**src/rtl/assert_macros.svh**
```systemverilog
// Assertion macros shared by the RTL of the moving average block
`ifndef ASSERT_MACROS_SVH
`define ASSERT_MACROS_SVH

// Same-cycle implication, checked outside reset
`define RMA_ASSERT_IMP(lbl, ck, rstn, ante, cons, msg) \
	lbl: assert property (@(posedge ck) disable iff (!(rstn)) (ante) |-> (cons)) \
		else $error(msg);

// Next-cycle implication, checked outside reset
`define RMA_ASSERT_NXT(lbl, ck, rstn, ante, cons, msg) \
	lbl: assert property (@(posedge ck) disable iff (!(rstn)) (ante) |=> (cons)) \
		else $error(msg);

`endif

```
**src/rtl/rma_pkg.sv**
```systemverilog
// Shared types and fixed widths of the moving average block
package rma_pkg;

	// item field widths
	localparam int SAMPLE_W  = 12;
	localparam int AVG_W     = 16;
	localparam int FILL_W    = 5;
	localparam int FRAC_W    = 4;
	localparam int S_TDATA_W = 16;
	localparam int M_TDATA_W = 24;

	// divider status seen by the sequencer
	typedef struct packed {
		logic busy;
		logic done;
	} div_status_t;

endpackage

```
**src/rtl/ramping_moving_average_core.sv**
```systemverilog
// Top level: moving average sequencer, sum and count, output register
//
// channel | dir | tdata bits                                   | tuser
// s_axis  | in  | [11:0] sample, [15:12] zero                  | [0] clear
// m_axis  | out | [15:0] average_q4, [20:16] fill_count,       | none
//         |     | [21] is_full, [23:22] zero                   |
//
// A sample item runs, from accept to next accept, through one update step, one divider
// load, NUM_W = 16 + clog2(DEPTH) bit-serial divide steps, one quotient latch and one
// output register load; that load waits while a held result is not yet taken by m_tready.
// A clear resets index, count and sum and goes straight to the output register load.
// s_tready is high only while the sequencer is idle.
// The result sits in an output register, so the next item is taken while it waits.
// arst_n clears index, count, sum and flags; ring contents are left as they are.
module ramping_moving_average_core #(
	parameter int DEPTH = 16
) (
	input  logic                          clk,
	input  logic                          arst_n,
	input  logic                          s_tvalid,
	output logic                          s_tready,
	input  logic [rma_pkg::S_TDATA_W-1:0] s_tdata,  // [11:0] sample, rest zero
	input  logic                          s_tuser,  // [0] clear
	output logic                          m_tvalid,
	input  logic                          m_tready,
	output logic [rma_pkg::M_TDATA_W-1:0] m_tdata   // [15:0] avg, [20:16] fill, [21] full
);

	`include "assert_macros.svh"

	localparam int IW    = (DEPTH > 1) ? $clog2(DEPTH) : 1;
	localparam int CW    = $clog2(DEPTH + 1);
	localparam int SW    = rma_pkg::SAMPLE_W + $clog2(DEPTH);
	localparam int NUM_W = SW + rma_pkg::FRAC_W;

	// sequencer states
	localparam logic [1:0] ST_IDLE = 2'd0;
	localparam logic [1:0] ST_UPD  = 2'd1;
	localparam logic [1:0] ST_DIV  = 2'd2;
	localparam logic [1:0] ST_OUT  = 2'd3;

	logic [1:0]                    state_q;
	logic [IW-1:0]                 idx_q;
	logic [CW-1:0]                 count_q;
	logic [SW-1:0]                 sum_q;
	logic [rma_pkg::SAMPLE_W-1:0]  sample_q;
	logic [rma_pkg::AVG_W-1:0]     avg_q;
	logic                          out_valid_q;
	logic [rma_pkg::M_TDATA_W-1:0] out_data_q;
	logic                          div_go_q;

	logic                          in_acc;
	logic                          full;
	logic [rma_pkg::SAMPLE_W-1:0]  old_sample;
	logic [SW-1:0]                 sum_next;
	logic [CW-1:0]                 count_next;
	logic                          ring_we;
	logic                          div_start;
	rma_pkg::div_status_t          div_st;
	logic [NUM_W-1:0]              quotient;
	logic                          out_load;
	logic [rma_pkg::FILL_W+CW-1:0] fill_ext;

	assign in_acc = s_tvalid && s_tready;
	assign full   = (count_q == CW'(DEPTH));

	// sample ring
	rma_ring #(
		.DEPTH(DEPTH),
		.AW   (IW)
	) u_ring (
		.clk  (clk),
		.we   (ring_we),
		.waddr(idx_q),
		.wdata(sample_q),
		.raddr(idx_q),
		.rdata(old_sample)
	);

	// divider: sum * 16 / count
	rma_divider #(
		.NUM_W(NUM_W),
		.DEN_W(CW)
	) u_div (
		.clk     (clk),
		.arst_n  (arst_n),
		.start   (div_start),
		.dividend({sum_q, {rma_pkg::FRAC_W{1'b0}}}),
		.divisor (count_q),
		.status  (div_st),
		.quotient(quotient)
	);

	// drop the oldest sample once full, add the new one
	assign sum_next   = sum_q - (full ? SW'(old_sample) : SW'(0)) + SW'(sample_q);
	assign count_next = full ? count_q : count_q + 1'b1;
	assign ring_we    = (state_q == ST_UPD);
	// start the divider in the first divide cycle, once sum and count are updated
	assign div_start  = div_go_q && !div_st.busy;
	assign out_load   = (state_q == ST_OUT) && (!out_valid_q || m_tready);

	// sequencer and running state
	always_ff @(posedge clk or negedge arst_n) begin
		if (!arst_n) begin
			state_q  <= ST_IDLE;
			idx_q    <= '0;
			count_q  <= '0;
			sum_q    <= '0;
			div_go_q <= 1'b0;
		end else begin
			div_go_q <= (state_q == ST_UPD);
			unique case (state_q)
				ST_IDLE: begin
					if (in_acc) begin
						if (s_tuser) begin
							idx_q   <= '0;
							count_q <= '0;
							sum_q   <= '0;
							state_q <= ST_OUT;
						end else begin
							state_q <= ST_UPD;
						end
					end
				end
				ST_UPD: begin
					sum_q   <= sum_next;
					count_q <= count_next;
					idx_q   <= (idx_q == IW'(DEPTH - 1)) ? '0 : idx_q + 1'b1;
					state_q <= ST_DIV;
				end
				ST_DIV: begin
					if (div_st.done) begin
						state_q <= ST_OUT;
					end
				end
				ST_OUT: begin
					if (out_load) begin
						state_q <= ST_IDLE;
					end
				end
				default: state_q <= ST_IDLE;
			endcase
		end
	end

	// item payload and average holding registers
	always_ff @(posedge clk) begin
		if (in_acc) begin
			sample_q <= s_tdata[rma_pkg::SAMPLE_W-1:0];
			avg_q    <= '0;
		end else if (div_st.done) begin
			avg_q <= quotient[rma_pkg::AVG_W-1:0];
		end
	end

	// output register
	assign fill_ext = {{rma_pkg::FILL_W{1'b0}}, count_q};

	always_ff @(posedge clk or negedge arst_n) begin
		if (!arst_n) begin
			out_valid_q <= 1'b0;
		end else if (out_load) begin
			out_valid_q <= 1'b1;
		end else if (m_tready) begin
			out_valid_q <= 1'b0;
		end
	end

	always_ff @(posedge clk) begin
		if (out_load) begin
			out_data_q <= {2'b00, full, fill_ext[rma_pkg::FILL_W-1:0], avg_q};
		end
	end

	assign s_tready = (state_q == ST_IDLE);
	assign m_tvalid = out_valid_q;
	assign m_tdata  = out_data_q;

	// checks
	`RMA_ASSERT_IMP(a_count_bound, clk, arst_n, 1'b1, count_q <= CW'(DEPTH), "fill count above depth")
	`RMA_ASSERT_IMP(a_div_in_state, clk, arst_n, div_st.done, state_q == ST_DIV, "divider done outside divide state")
	`RMA_ASSERT_NXT(a_clear_empties, clk, arst_n, in_acc && s_tuser, count_q == '0 && sum_q == '0 && state_q == ST_OUT, "clear left state behind")

endmodule

```
**src/rtl/rma_ring.sv**
```systemverilog
// Sample ring storage: one write port, one registered read port
module rma_ring #(
	parameter int DEPTH = 16,
	parameter int AW    = 4
) (
	input  logic                         clk,
	input  logic                         we,
	input  logic [AW-1:0]                waddr,
	input  logic [rma_pkg::SAMPLE_W-1:0] wdata,
	input  logic [AW-1:0]                raddr,
	output logic [rma_pkg::SAMPLE_W-1:0] rdata
);

	logic [rma_pkg::SAMPLE_W-1:0] mem_q [DEPTH];
	logic [rma_pkg::SAMPLE_W-1:0] rdata_q;

	// write port
	always_ff @(posedge clk) begin
		if (we) begin
			mem_q[waddr] <= wdata;
		end
	end

	// registered read port
	always_ff @(posedge clk) begin
		rdata_q <= mem_q[raddr];
	end

	assign rdata = rdata_q;

endmodule

```
**src/rtl/rma_divider.sv**
```systemverilog
// Radix-2 restoring divider, one quotient bit per cycle
module rma_divider #(
	parameter int NUM_W = 20,
	parameter int DEN_W = 5
) (
	input  logic                 clk,
	input  logic                 arst_n,
	input  logic                 start,
	input  logic [NUM_W-1:0]     dividend,
	input  logic [DEN_W-1:0]     divisor,
	output rma_pkg::div_status_t status,
	output logic [NUM_W-1:0]     quotient
);

	localparam int CNT_W = $clog2(NUM_W + 1);

	logic [NUM_W-1:0] num_q;
	logic [DEN_W-1:0] rem_q;
	logic [DEN_W-1:0] den_q;
	logic [CNT_W-1:0] cnt_q;
	logic             busy_q;
	logic             done_q;
	logic [DEN_W:0]   trial;
	logic [DEN_W:0]   diff;
	logic             ge;

	// trial subtract of the shifted remainder
	assign trial = {rem_q, num_q[NUM_W-1]};
	assign diff  = trial - {1'b0, den_q};
	assign ge    = (trial >= {1'b0, den_q});

	// control
	always_ff @(posedge clk or negedge arst_n) begin
		if (!arst_n) begin
			busy_q <= 1'b0;
			done_q <= 1'b0;
			cnt_q  <= '0;
		end else begin
			done_q <= 1'b0;
			if (start) begin
				busy_q <= 1'b1;
				cnt_q  <= CNT_W'(NUM_W);
			end else if (busy_q) begin
				cnt_q <= cnt_q - 1'b1;
				if (cnt_q == CNT_W'(1)) begin
					busy_q <= 1'b0;
					done_q <= 1'b1;
				end
			end
		end
	end

	// datapath: quotient bits shift in behind the dividend
	always_ff @(posedge clk) begin
		if (start) begin
			num_q <= dividend;
			rem_q <= '0;
			den_q <= divisor;
		end else if (busy_q) begin
			num_q <= {num_q[NUM_W-2:0], ge};
			rem_q <= ge ? diff[DEN_W-1:0] : trial[DEN_W-1:0];
		end
	end

	assign status.busy = busy_q;
	assign status.done = done_q;
	assign quotient    = num_q;

endmodule
```
**config.mk**
```make
export PLATFORM = sky130hd
export DESIGN_NAME = ramping_moving_average_core
export DESIGN_NICKNAME = d
export VERILOG_FILES = /design/src/rtl/rma_pkg.sv /design/src/rtl/ramping_moving_average_core.sv /design/src/rtl/rma_ring.sv /design/src/rtl/rma_divider.sv
export VERILOG_INCLUDE_DIRS = /design/src /design/src/rtl
export SDC_FILE = /design/constraint.sdc
export NUM_CORES = 1
export LEC_CHECK = 0
export BUFFER_PORTS_ARGS = -buffer_cell sky130_fd_sc_hd__buf_4
export CAP_MARGIN = 40
export CORE_MARGIN = 5
export CORE_UTILIZATION = 35
export DETAILED_ROUTE_END_ITERATION = 16
export REMOVE_ABC_BUFFERS = 1
export SYNTH_ARGS = -nofsm -noshare
export SYNTH_HDL_FRONTEND = slang
export SYNTH_SLANG_ARGS = --single-unit
```
**constraint.sdc**
```tcl
create_clock -name clk -period 4.7 [get_ports clk]
set_input_delay 1.175 -clock clk [delete_from_list [all_inputs] [get_ports clk]]
set_output_delay 1.175 -clock clk [all_outputs]
set_load 0.02 [all_outputs]
```
=== Word-level counts from Yosys, hierarchy flattened ===
Memories as Yosys holds them, arrays and structs flattened. A register that Yosys moved wholly into a read port is not among the register bits.
Cells that the tools add are included.

* Flip-flop bits (word level): 116
* Output and inout bits: 26
* Memory bits (writable): 192
* Bits of input ports: 21
* Word-level logic and storage cells: 80
* Memories: 1

* Multiplexer cells: 32
* $lt $le $gt $ge: 1
* Eq/ne operators: 11
* Add/subtract/negate cells: 6
* Reductions and logical operators: 13

{| class="wikitable"
|+ Memory list
! name !! depth !! width !! read ports !! clocked after memory_dff !! write ports !! line !! text
|-
| u_ring.mem_q || 16 || 12 || 1 || 1 || 1 || rma_ring.sv:14 || <nowiki>logic [rma_pkg::SAMPLE_W-1:0] mem_q [DEPTH];</nowiki>
|}

{| class="wikitable"
|+ Operators with widths
! kind !! count
|-
| 20-bit 2-to-1 mux || 2
|-
| 16-bit 2-to-1 mux || 2
|-
| 16-bit case mux with 2 select lines || 1
|-
| 5-bit 2-to-1 mux || 6
|-
| 16-bit by 12-bit adder with 16-bit output || 1
|-
| 16-bit by 12-bit subtractor with 16-bit output || 1
|-
| 12-bit 2-to-1 mux || 1
|-
| 4-bit 2-to-1 mux || 3
|-
| 1-bit 2-to-1 mux || 10
|-
| 5-bit case mux with 2 select lines || 1
|-
| 2-bit 2-to-1 mux || 4
|-
| 2-bit case mux with 4 select lines || 1
|-
| 4-bit case mux with 2 select lines || 1
|-
| 6-bit by 5-bit >= comparator with 1-bit output || 1
|-
| 2-bit by 1-bit inequality test with 1-bit output, second input constant || 3
|-
| 3-bit AND reduction || 2
|-
| 2-bit nonzero test || 3
|-
| 5-bit by 1-bit adder with 5-bit output, second input constant || 1
|-
| 5-bit by 1-bit equality test with 1-bit output, second input constant || 1
|-
| 5-bit equality test, second input constant || 1
|-
| 5-bit by 1-bit subtractor with 5-bit output, second input constant || 1
|-
| 5-bit subtractor || 1
|-
| 4-bit by 1-bit adder with 4-bit output, second input constant || 1
|-
| 2-bit equality test, second input constant || 2
|-
| other kinds (8) || 12
|}

=== Logic depth before layout (Yosys ltp) ===
Gate-level depths: netlist of run 1.

* Depth after elaboration: 5
* Depth in mapped cells: 16
* Depth with buffers taken out: 16

=== Cells and area by module ===
A second synthesis of run 1 with hierarchy kept.

* Cells, all modules: 849
* Area, all modules: 13486.7 µm²

{| class="wikitable"
|+ By module, submodules not included
! module !! instances !! area an instance (µm²) !! seq. area each (µm²) !! cells an instance
|-
| rma_ring || 1 || 7599.8 || 6005.8 || 329
|-
| ramping_moving_average_core || 1 || 4087.7 || 2067.0 || 385
|-
| rma_divider || 1 || 1799.2 || 1026.0 || 135
|}

=== Worst setup path before layout of run 1 ===
No wires, ideal clock.

* Path kind: register to register
* Start point: register count_q[0]
* End point: register sum_q[15]
* Cell stages (with the launch flop): 16
* Buffers on the path: 1
* Period minus slack after synthesis: 3.379 ns
* Setup time: 0.080 ns
* Slack: 1.321 ns
* Data arrival time: 3.299 ns
* Data required time: 4.620 ns
* Cells stage by stage: dfrtp_1 -> inv_1 -> ha_1 -> nand2_1 -> nor3_1 -> clkbuf_1 -> and2_1 -> fa_1 -> inv_1 -> ha_1 -> a21oi_1 -> o21ai_0 -> a221oi_2 -> a21oi_1 -> or4_1 -> o211ai_2

* Cells in the longest elaborated chain, start to end: 5

{| class="wikitable"
|+ Ends and longest elaborated chain
! what !! line !! text
|-
| from (decl) || ramping_moving_average_core.sv:44 || <nowiki>logic [CW-1:0] count_q;</nowiki>
|-
| from (signal assigned) || ramping_moving_average_core.sv:127 || <nowiki>count_q <= count_next;</nowiki>
|-
| 5-bit equality test || ramping_moving_average_core.sv:65 || <nowiki>assign full = (count_q == CW'(DEPTH));</nowiki>
|-
| via full || ramping_moving_average_core.sv:53 || <nowiki>logic full;</nowiki>
|-
| 12-bit 2-to-1 mux || ramping_moving_average_core.sv:95 || <nowiki>assign sum_next = sum_q - (full ? SW'(old_sample) : SW'(0)) + SW'(sample_q);</nowiki>
|-
| 16-bit by 12-bit subtractor with 16-bit output || ramping_moving_average_core.sv:95 ||
|-
| 16-bit by 12-bit adder with 16-bit output || ramping_moving_average_core.sv:95 ||
|-
| 16-bit case mux with 2 select lines || ramping_moving_average_core.sv:112 || <nowiki>unique case (state_q)</nowiki>
|-
| to (signal assigned) || ramping_moving_average_core.sv:126 || <nowiki>sum_q <= sum_next;</nowiki>
|-
| to (decl) || ramping_moving_average_core.sv:45 || <nowiki>logic [SW-1:0] sum_q;</nowiki>
|}

The timed path passes the listed nets, and every way through them passes these cells.
A chain may end at the register's enable or synchronous reset.

=== Worst setup path after layout of run 1 ===
* Start point: register count_q[0]
* End point: register sum_q[15]

* Cells in the longest elaborated chain, start to end: 5

{| class="wikitable"
|+ Ends and longest elaborated chain
! what !! line
|-
| 5-bit equality test || ramping_moving_average_core.sv:65
|-
| 12-bit 2-to-1 mux || ramping_moving_average_core.sv:95
|-
| 16-bit by 12-bit subtractor with 16-bit output || ramping_moving_average_core.sv:95
|-
| 16-bit by 12-bit adder with 16-bit output || ramping_moving_average_core.sv:95
|-
| 16-bit case mux with 2 select lines || ramping_moving_average_core.sv:112
|}

Every way passes these cells.

==> metrics.md, run 1 <==
| Metric | Value |
|---|---|
| Layout overhead on the synthesized area | `17.1%` |
| Length of the first detailed-routing pass in iterations | `5` |
| Via count of the first global-routing pass | `7366` |
| Resized cells post-CTS | `0` |
| Post-synthesis sequential element count | `320` |
| Max Fclk | `277 MHz` |
| Worst hold slack after final layout | `0.430 ns` |
| Pwr Total | `0.00973 W` |
| Yosys top cell area share | `55.4%` |
| Die extent in x | `206 um` |
| DP Cell Count | `1407` |
| TritonCTS sink count | `320` |
| Synthesized area | `13400 um2` |
| Routed via count | `7066` |
| Die Footprint | `42300 um2` |
| Worst-path fanout max | `15` |
| Library cell used as clock root buffer | `sky130_fd_sc_hd__clkbuf_16` |
| EDFF count, synth | `247` |
| Number of nets with antenna violations after routing | `0` |
| Fin Setup TNS | `0 ns` |
| Type of destination of the critical path | `register` |
| Number of vias per cell after detailed routing | `4.81` |
| Fin crit period | `3.60 ns` |
| All-layer global routing usage | `13.2%` |
| Antenna violations before repair | `0` |
| Type of the setup path with the least slack | `reg -> reg` |
| Source-to-sink clock delay at the later pin of the worst-skew pair | `0.52 ns` |
| Clock tree from TritonCTS | `built` |
| Leakage component of the power | `5.64 nW` |
| Count of pins over their slew limit | `0` |
| Final count of hold timing violations | `0` |
| Critical Path Source Type | `register` |
| Standard cell area after detailed placement | `14600 um2` |
| Commonest cells after routing, fill and taps aside | `247 x sky130_fd_sc_hd__edfxtp_1, 79 x sky130_fd_sc_hd__nand2_1, 73 x sky130_fd_sc_hd__inv_1` |
| Layout cells sized above 1 | `21.4%` |
| H-tree Lvls | `2` |
| Number of violations reported at the end of detailed-routing iteration 0 | `461` |
| CTS Buf Count | `34` |
| Post-route fraction of the period consumed by the critical path | `76.7%` |
| Slew HR | `41.4%` |
| Power density over the cells | `620 nW/um2` |
| Instance count of the mapped netlist | `865` |
| Post-route DRC violation count | `0` |
| Worst endpoint required time | `5.12 ns` |
| Clock tree skew after final layout | `0.0246 ns` |
| Starting density of the core | `35.5%` |
| Max-cap violations | `0` |
| Area contributors post-synth | `sky130_fd_sc_hd__edfxtp_1 55%, sky130_fd_sc_hd__mux4_2 10%, sky130_fd_sc_hd__dfrtp_1 6.7%` |
| Fraction of registers with async set/reset | `11.3%` |
| Post-Route WL | `27.4 mm` |
| Max VDD drop | `0.000317 V` |
| Number of placement rows | `71` |
| Unrepaired setup endpoints after global routing | `no` |
| CP Data Arrival Time | `4.02 ns` |
| Transition time of the tightest slew-check pin | `0.879 ns` |
| NumNets Final | `999` |
| Global-route wire length before repair | `43.1 mm` |
| RePlAce Congestion | `0.765` |
| Most used flip-flop cell after synthesis | `sky130_fd_sc_hd__edfxtp_1` |
| IO buf count | `40` |
| Leading cell type in the layout, fill and taps excluded | `sky130_fd_sc_hd__edfxtp_1` |
| CTS hold repair buffers | `0` |
| Synth cell types | `56` |
| HP Class | `reg -> reg` |
| Yosys warns | `0` |
| Remaining global-route overflow | `0` |
| Clock slew at the register clock pins of the worst setup and hold paths | `0.06 ns` |
| Maximum buffer depth of the clock tree | `3` |
| Post CTS Setup Buffer Count | `0` |
| Final antenna diode count | `0` |
| Final non-filler cell total | `1469` |
| Sequential-to-total area share from yosys stat | `67.6%` |
| Mean instance size in the synthesized netlist | `15.5 um2` |
| Maximum number of pins on one net before global-route repair | `45` |
| Detailed-route wire length per cell | `18.7 um` |
| DIE HEIGHT | `206 um` |
| Run status | `finished clean` |
| Final-report setup violation count | `0` |
| Detailed-placement wirelength estimate | `17.7 mm` |
| Number of top-level pins | `47` |
| Final instance area | `15700 um2` |
| Placeable Area | `37800 um2` |
| Post-synth top area cell | `sky130_fd_sc_hd__edfxtp_1` |
state kept, by name, summed over array words and instances (netlist names):
name            count
m_tvalid            1
u_div.done_q        1
sample_q           12
u_div.den_q         5
m_tdata            22
u_div.rem_q         5
avg_q              16
count_q             5
u_div.cnt_q         5
idx_q               4
u_ring.rdata       12
sum_q              16
u_ring.mem_q      192
div_go_q            1
u_div.quotient     20
state_q             2
u_div.busy_q        1
cell usage after synthesis (all sizes together) (9+ instances only):
cell and instances:
a21o 9, a21oi 20, and2 15, buf 15, clkbuf 22, dfrtp 36, dfxtp 37, edfxtp 247
fa 13, ha 33, inv 73, mux2i 20, mux4 60, nand2 79, nor2 40, o21ai 54
xnor2 11
critical path, stage by stage, from the launching register on:
cell	delay, ns
sky130_fd_sc_hd__dfrtp_1	0.45
sky130_fd_sc_hd__inv_1	0.07
sky130_fd_sc_hd__ha_1	0.20
sky130_fd_sc_hd__nand2_1	0.08
sky130_fd_sc_hd__nor3_2	0.04
sky130_fd_sc_hd__buf_4	0.19
sky130_fd_sc_hd__and2_1	0.18
sky130_fd_sc_hd__fa_1	0.47
sky130_fd_sc_hd__inv_1	0.04
sky130_fd_sc_hd__ha_1	0.38
sky130_fd_sc_hd__a21oi_1	0.31
sky130_fd_sc_hd__o21ai_0	0.19
sky130_fd_sc_hd__a221oi_2	0.32
sky130_fd_sc_hd__a21oi_1	0.11
sky130_fd_sc_hd__or4_1	0.42
sky130_fd_sc_hd__o211ai_2	0.08
worst paths after layout:
check	start	end	slack, ns	cells after the start
setup / recovery	count_q[0]	sum_q[15]	1.10	15
hold / removal	avg_q[1]	m_tdata[1]	0.43	0
setup reg to reg	count_q[0]	sum_q[15]	1.10	15
hold reg to reg	avg_q[1]	m_tdata[1]	0.43	0
max in group asynchronous	arst_n	idx_q[0]	3.65	1
min in group asynchronous	arst_n	sum_q[1]	0.65	1
final cells by class:
cell class	count	area (um2)
inverters	74	278
flip-flops and latches	320	9060
well taps	511	639
fillers	3434	22100
multi-input cells	435	3960
clock inverters	18	196
repair buffers	67	613
clock buffers	44	930
power by group:
group	total, W	internal (W)	switching, W
sequential	0.00414	0.00369	0.000444
combinational	0.00292	0.00136	0.00156
clock	0.00267	0.00158	0.00109
per-stage QoR:
step,worst slack [ns],util (%)
after global placement,1.16,38.0
after detailed placement,1.17,38.5
after floorplan,0.795,-
after CTS,1.11,41.5
final,1.10,41.5
after global routing,0.856,41.5
metal layers:
layer	share of wire [%]	vias to the layer above	track usage (%)
li1	-	3344	-
met1	45	3528	18.7
met2	48	156	21.6
met3	5.0	38	2.24
met4	1.8	0	2.94
met5	0	-	0
cells by family after synthesis:
kind of cell    count (synthesis)  synth area share [%]
compound gates                121                  5.67
flops                         320                  67.6
buf+inv                       111                  3.26
other cells                     1                0.0280
mux                            81                  11.7
simple gates                  169                  5.65
fa+ha+maj                      46                  5.03
xor+xnor                       16                  1.05
No activity file was read; power rests on OpenSTA's default activity.
==> run 2, diff against run 1 <==
- clock period: 4.7 -> 3.3 ns (I/O delays scaled with it)
==> metrics.md, run 2 (synthesized netlist as in run 1, its figures left out) <==
| Metric | Value |
|---|---|
| Run status | `finished clean` |
| Clock slew at the register clock pins of the worst setup and hold paths | `0.06 ns (about the same)` |
| Worst-path fanout max | `8 (-7)` |
| Global-route wire length before repair | `40.8 mm (-5.3%)` |
| Final-layout fill cell count | `3384 (-1.5%)` |
| Critical Path Source Type | `register` |
| Leakage component of the power | `5.81 nW (+3.1%)` |
| Layout overhead on the synthesized area | `19.7%` |
| Library cell used as clock root buffer | `sky130_fd_sc_hd__clkbuf_16` |
| Number of placement rows | `71 (unchanged)` |
| Final antenna diode count | `0 (unchanged)` |
| Max VDD drop | `0.000449 V (+41%)` |
| Length of the first detailed-routing pass in iterations | `5 (unchanged)` |
| Placeable Area | `37800 um2 (unchanged)` |
| Final count of hold timing violations | `0 (unchanged)` |
| Remaining global-route overflow | `0 (unchanged)` |
| Commonest cells after routing, fill and taps aside | `247 x sky130_fd_sc_hd__edfxtp_1, 100 x sky130_fd_sc_hd__buf_4, 78 x sky130_fd_sc_hd__nand2_1` |
| Pre-CTS setup slack | `-0.00273 ns (-1.17 ns)` |
| Type of the setup path with the least slack | `reg -> reg` |
| Register ranked first by flip-flop count | `u_ring.mem_q` |
| Transition time of the tightest slew-check pin | `0.766 ns (-0.113 ns)` |
| DIE HEIGHT | `206 um (unchanged)` |
| Antenna violations before repair | `0 (unchanged)` |
| Fin worst setup slack | `0.0350 ns (-1.06 ns)` |
| Die extent in x | `206 um (unchanged)` |
| HP Class | `in -> async` |
| Max-cap violations | `0 (unchanged)` |
| Maximum buffer depth of the clock tree | `3 (unchanged)` |
| Maximum number of pins on one net before global-route repair | `54 (+20%)` |
| Starting density of the core | `35.5% (unchanged)` |
| Number of flip-flops under the largest register name | `192 (unchanged)` |
| Leading cell type in the layout, fill and taps excluded | `sky130_fd_sc_hd__edfxtp_1` |
| Source of the worst register-to-register timing path | `count_q[0]` |
| Worst endpoint required time | `3.70 ns (-1.42 ns)` |
| Source-to-sink clock delay at the later pin of the worst-skew pair | `0.52 ns (about the same)` |
| Fin crit period | `3.27 ns (-0.339 ns)` |
| Post-Route WL | `25.5 mm (-7.0%)` |
| Die Footprint | `42300 um2 (unchanged)` |
| Routed via count | `7191 (+1.8%)` |
| Type of destination of the critical path | `register` |
| Cell count of the worst reg-to-reg path | `18 (+3)` |
| CTS hold repair buffers | `0 (unchanged)` |
| CTS Buf Count | `34 (unchanged)` |
| Max Fclk | `306 MHz (+10%)` |
| All-layer global routing usage | `12.2% (-0.99 points)` |
| Detailed-route wire length per cell | `16.9 um (-9.2%)` |
| Slew HR | `48.9% (+7.6 points)` |
| TritonCTS sink count | `320 (unchanged)` |
| Number of nets with antenna violations after routing | `0 (unchanged)` |
| Detailed-placement wirelength estimate | `17.2 mm (-2.9%)` |
| Final-report setup violation count | `0 (unchanged)` |
| Startpoint of the most critical setup path | `count_q[0]` |
| RePlAce Congestion | `0.823 (+7.6%)` |
| Layout cells sized above 1 | `27.3% (+5.9 points)` |
| Post-route DRC violation count | `0 (unchanged)` |
| Final instance area | `16000 um2 (+2.3%)` |
| Clock tree skew after final layout | `0.0151 ns (-0.00951 ns)` |
| Number of top-level pins | `47 (unchanged)` |
| Post-route fraction of the period consumed by the critical path | `98.9% (+22 points)` |
| Count of pins over their slew limit | `0 (unchanged)` |
| Standard cell area after detailed placement | `14700 um2 (+0.72%)` |
| Via count of the first global-routing pass | `7351 (-0.20%)` |
| Worst reg-to-reg setup slack | `0.03 ns (-1.06 ns)` |
| Unrepaired setup endpoints after global routing | `yes` |
| Power density over the cells | `905 nW/um2 (+46%)` |
| Number of vias per cell after detailed routing | `4.78 (-0.67%)` |
| Clock tree from TritonCTS | `built` |
| IO buf count | `40 (unchanged)` |
| Number of violations reported at the end of detailed-routing iteration 0 | `392 (-15%)` |
| Worst reg2reg endpoint | `sum_q[10]` |
| NumNets Final | `1035 (+3.6%)` |
| H-tree Lvls | `2 (unchanged)` |
| CP Data Arrival Time | `3.67 ns (-0.35 ns)` |
run 2: worst max-delay path by stage:
stage | slack, ns | depth (start not counted) | to
3_3_place_gp | -0.009 | 15 | sum_q[11]
6_report | 0.03 | 18 | sum_q[10]
3_5_place_dp | -0.003 | 15 | sum_q[11]
2_1_floorplan | -0.61 | 3 | u_ring.mem_q[3][0]
5_1_grt | -0.14 | 18 | sum_q[10]
4_1_cts | 0.005 | 18 | sum_q[10]
run 2: metal layers:
metal  vias up  wire [um]  GRT usage [%]
li1       3405          -              -
met1      3607      11700           16.9
met3        44       1130           2.32
met5         -          0              0
met4         0        508           3.54
met2       135      12200           19.8
run 2: timing repair:
item                                    in CTS  in global routing
setup buffers                                0                  5
gates resized for setup                      3                 50
pin swaps                                    0                 21
endpoints found under the setup margin       2                 10
run 2: cell type report:
class	instances	area, um2	area share [%]
Clock inverter	21	208	1.30
Tap cell	511	639	3.99
Timing Repair Buffer	103	793	4.95
Inverter	74	278	1.73
Multi-Input combinational cell	435	4130	25.8
Clock buffer	41	918	5.73
Sequential cell	320	9060	56.5
run 2: power breakdown:
group / switching, W / internal, W
combinational: 0.00262 / 0.00240
clock: 0.00155 / 0.00225
sequential: 0.000433 / 0.00526
total: 0.00460 / 0.00991
run 2: critical path, cell delays in order, from the launching register on:
cell,delay (ns)
sky130_fd_sc_hd__dfrtp_1,0.39
sky130_fd_sc_hd__inv_1,0.06
sky130_fd_sc_hd__ha_2,0.17
sky130_fd_sc_hd__nand2_2,0.05
sky130_fd_sc_hd__nor3_2,0.13
sky130_fd_sc_hd__buf_6,0.18
sky130_fd_sc_hd__buf_4,0.12
sky130_fd_sc_hd__and2_1,0.11
sky130_fd_sc_hd__ha_1,0.22
sky130_fd_sc_hd__inv_1,0.07
sky130_fd_sc_hd__ha_2,0.21
sky130_fd_sc_hd__inv_2,0.05
sky130_fd_sc_hd__fa_2,0.42
sky130_fd_sc_hd__nor2b_4,0.13
sky130_fd_sc_hd__o31a_1,0.24
sky130_fd_sc_hd__o21ai_2,0.08
sky130_fd_sc_hd__a21oi_1,0.16
sky130_fd_sc_hd__o21ai_0,0.10
sky130_fd_sc_hd__a32o_1,0.26
run 2: through the flow:
stage	util (%)	setup TNS, ns	instances	total power [W]	hold WS (ns)
final	42.5	0	1505	0.0145	0.286
after global routing	42.5	-0.610	1505	0.0155	0.325
after CTS	41.8	0	1500	0.0144	0.282
after detailed placement	38.8	-0.00430	1438	0.0105	0.417
after global placement	38.8	-0.00852	1437	0.0104	0.416
after floorplan	-	-28.34	829	0.00891	0.408
==> run 3, diff against run 2 <==
- clock period: 3.3 -> 2.8 ns (I/O delays scaled with it)
==> metrics.md, run 3 (synthesized netlist as in run 1, its figures left out) <==
| Metric | Value |
|---|---|
| Run status | `finished with violations` |
| Violations in the final reports | `setup timing` |
| Remaining global-route overflow | `0 (unchanged)` |
| Type of the setup path with the least slack | `reg -> reg` |
| Worst-path fanout max | `6 (-2)` |
| Number of violations reported at the end of detailed-routing iteration 0 | `485 (+24%)` |
| Number of vias per cell after detailed routing | `4.69 (-1.8%)` |
| Worst reg-to-reg setup slack | `-0.46 ns (-0.50 ns)` |
| Leading cell type in the layout, fill and taps excluded | `sky130_fd_sc_hd__edfxtp_1` |
| Number of placement rows | `71 (unchanged)` |
| Detailed-placement wirelength estimate | `17.8 mm (+3.5%)` |
| Register ranked first by flip-flop count | `u_ring.mem_q` |
| HP Class | `in -> async` |
| Via count of the first global-routing pass | `7508 (+2.1%)` |
| Transition time of the tightest slew-check pin | `0.757 ns (-0.00913 ns)` |
| Logic gate share of total power | `37.6% (+3.0 points)` |
| Clock network fraction of design power | `23.7% (-2.5 points)` |
| Final instance area | `16400 um2 (+2.3%)` |
| CP Data Arrival Time | `3.70 ns (+0.03 ns)` |
| Detailed-route wire length per cell | `17.1 um (+0.97%)` |
| Worst reg2reg endpoint | `sum_q[15]` |
| Clock tree from TritonCTS | `built` |
| Final count of hold timing violations | `0 (unchanged)` |
| Final-layout fill cell count | `3352 (-0.95%)` |
| Max-cap violations | `0 (unchanged)` |
| Maximum buffer depth of the clock tree | `3 (unchanged)` |
| Source of the worst register-to-register timing path | `count_q[0]` |
| Highest cell delay on the worst timing path | `0.51 ns (+0.09 ns)` |
| Max VDD drop | `0.000441 V (-1.8%)` |
| Sw Pwr | `0.00568 W (+23%)` |
| Post-Route WL | `26.4 mm (+3.7%)` |
| Crit-path most repeated cell | `sky130_fd_sc_hd__o211ai_1` |
| Fin worst setup slack | `-0.463 ns (-0.498 ns)` |
| Worst-path cell with the longest stage delay | `sky130_fd_sc_hd__fa_1` |
| Net switching share of the total power | `32.4% (+0.66 points)` |
| Length of the first detailed-routing pass in iterations | `5 (unchanged)` |
| Maximum number of pins on one net before global-route repair | `45 (-17%)` |
| Placeable Area | `37800 um2 (unchanged)` |
| Max Fclk | `306 MHz (about the same)` |
| Power density over the cells | `1070 nW/um2 (+18%)` |
| H-tree Lvls | `2 (unchanged)` |
| Clock slew at the register clock pins of the worst setup and hold paths | `0.06 ns (about the same)` |
| Number of nets with antenna violations after routing | `0 (unchanged)` |
| Leakage component of the power | `5.99 nW (+3.2%)` |
| Cell count of the worst reg-to-reg path | `16 (-2)` |
| Post-route DRC violation count | `0 (unchanged)` |
| IO buf count | `40 (unchanged)` |
| Layout overhead on the synthesized area | `22.5%` |
| NumNets Final | `1078 (+4.2%)` |
| Commonest cells after routing, fill and taps aside | `247 x sky130_fd_sc_hd__edfxtp_1, 135 x sky130_fd_sc_hd__buf_4, 78 x sky130_fd_sc_hd__nand2_1` |
| Die Footprint | `42300 um2 (unchanged)` |
| Final antenna diode count | `0 (unchanged)` |
| Antenna violations before repair | `0 (unchanged)` |
| TritonCTS sink count | `320 (unchanged)` |
| All-layer global routing usage | `12.6% (+0.37 points)` |
| Count of pins over their slew limit | `0 (unchanged)` |
| Fin crit period | `3.26 ns (-0.00161 ns)` |
| Die extent in x | `206 um (unchanged)` |
| Post-route fraction of the period consumed by the critical path | `117% (+18 points)` |
| Chain of cells forming the critical path | `inv_1 -> ha_2 -> nand2_2 -> nor3_4 -> buf_4 -> buf_6 -> and2_4 -> fa_1 -> inv_2 -> ha_4 -> o211ai_1 -> o211ai_1 -> nand2_1 -> and3_4 -> or4_4 -> o211ai_2` |
| DIE HEIGHT | `206 um (unchanged)` |
| Pwr Total | `0.0175 W (+21%)` |
| Internal power summed over all cells | `0.0119 W (+20%)` |
| Standard cell area after detailed placement | `15000 um2 (+2.4%)` |
| Slew HR | `49.5% (+0.61 points)` |
| Library cell used as clock root buffer | `sky130_fd_sc_hd__clkbuf_16` |
| RePlAce Congestion | `0.788 (-4.2%)` |
| Number of flip-flops under the largest register name | `192 (unchanged)` |
| Final-report setup violation count | `12 (+12)` |
| CTS hold repair buffers | `0 (unchanged)` |
| Critical Path Source Type | `register` |
| CTS Buf Count | `35 (+2.9%)` |
| Routed via count | `7255 (+0.89%)` |
| Flop pwr share | `38.6% (-0.6 points)` |
| Unrepaired setup endpoints after global routing | `yes` |
| Worst endpoint required time | `3.24 ns (-0.46 ns)` |
| Starting density of the core | `35.5% (unchanged)` |
| Global-route wire length before repair | `42.2 mm (+3.2%)` |
| Source-to-sink clock delay at the later pin of the worst-skew pair | `0.52 ns (about the same)` |
| Number of top-level pins | `47 (unchanged)` |
| Layout cells sized above 1 | `30.2% (+3.0 points)` |
| Type of destination of the critical path | `register` |
| Clock tree skew after final layout | `0.0170 ns (+0.00198 ns)` |
## run 3: cell count changes in the layout (fill, tap and decap cells not counted), moves of 4 or more
cell                       before  now
sky130_fd_sc_hd__clkbuf_1       4   11
sky130_fd_sc_hd__buf_12         1    7
sky130_fd_sc_hd__o21ai_0       49   43
sky130_fd_sc_hd__a21oi_1       14   10
sky130_fd_sc_hd__buf_4        100  135
sky130_fd_sc_hd__a21oi_2        5    9
## run 3: cell type report
| type | count | area [um2] | area share, % |
|---|---|---|---|
| inverter | 74 | 278 | 1.69 |
| clock buffer | 46 | 917 | 5.59 |
| tap | 511 | 639 | 3.90 |
| timing repair buffer | 145 | 1190 | 7.24 |
| sequential | 320 | 9060 | 55.2 |
| clock inverter | 15 | 118 | 0.717 |
| multi-input combinational | 435 | 4210 | 25.6 |
## run 3: through the flow
| stage | hold WS (ns) | instances | utilization (%) | TNS (ns) | worst slack [ns] |
|---|---|---|---|---|---|
| finish | 0.152 | 1546 | 43.5 | -2.92 | -0.463 |
| global route | 0.180 | 1546 | 43.5 | -4.48 | -0.553 |
| CTS | 0.158 | 1537 | 42.8 | -2.76 | -0.412 |
| detailed placement | 0.420 | 1475 | 39.8 | -4.69 | -0.510 |
| global placement | 0.416 | 1475 | 39.8 | -4.24 | -0.478 |
| floorplan | 0.404 | 829 | - | -127.24 | -1.11 |
## run 3: timing repair
item                                    4_1_cts  5_1_grt
endpoints found under the setup margin       12       14
buffers inserted                              1        8
resized for setup                            19       50
cloned                                        0        1
pin swaps                                     6       16
## run 3: worst max-delay path: cells and delay by family, from the launching register on
kind            cells  cell delay, ns
simple gates        6            1.06
flops               1            0.35
compound gates      3            0.45
fa+ha+maj           3            0.95
buf+inv             4            0.37
## run 3: layer usage
layer	global-route usage (%)	wire, um	vias up
li1	-	-	3490
met1	17.8	12000	3589
met2	20.5	12700	129
met3	2.11	1110	47
met4	3.13	651	0
met5	0	0	-
## run 3: how the worst max path moves through the flow
stage / to / slack [ns] / start / depth (start not counted)
after floorplan: u_ring.mem_q[3][0] / -1.11 / idx_q[0] / 3
after global placement: sum_q[13] / -0.48 / count_q[0] / 15
after detailed placement: sum_q[10] / -0.51 / count_q[0] / 15
after CTS: sum_q[15] / -0.41 / count_q[0] / 15
after global routing: sum_q[14] / -0.55 / count_q[0] / 16
final: sum_q[15] / -0.46 / count_q[0] / 16
## run 3: power groups by stage
stage / logic [W] / registers, W / clock network (W)
global route: 0.00730 / 0.00690 / 0.00447
global placement: 0.00586 / 0.00685 / 0
CTS: 0.00621 / 0.00679 / 0.00427
finish: 0.00661 / 0.00678 / 0.00416
floorplan: 0.00339 / 0.00711 / 0
detailed placement: 0.00594 / 0.00688 / 0
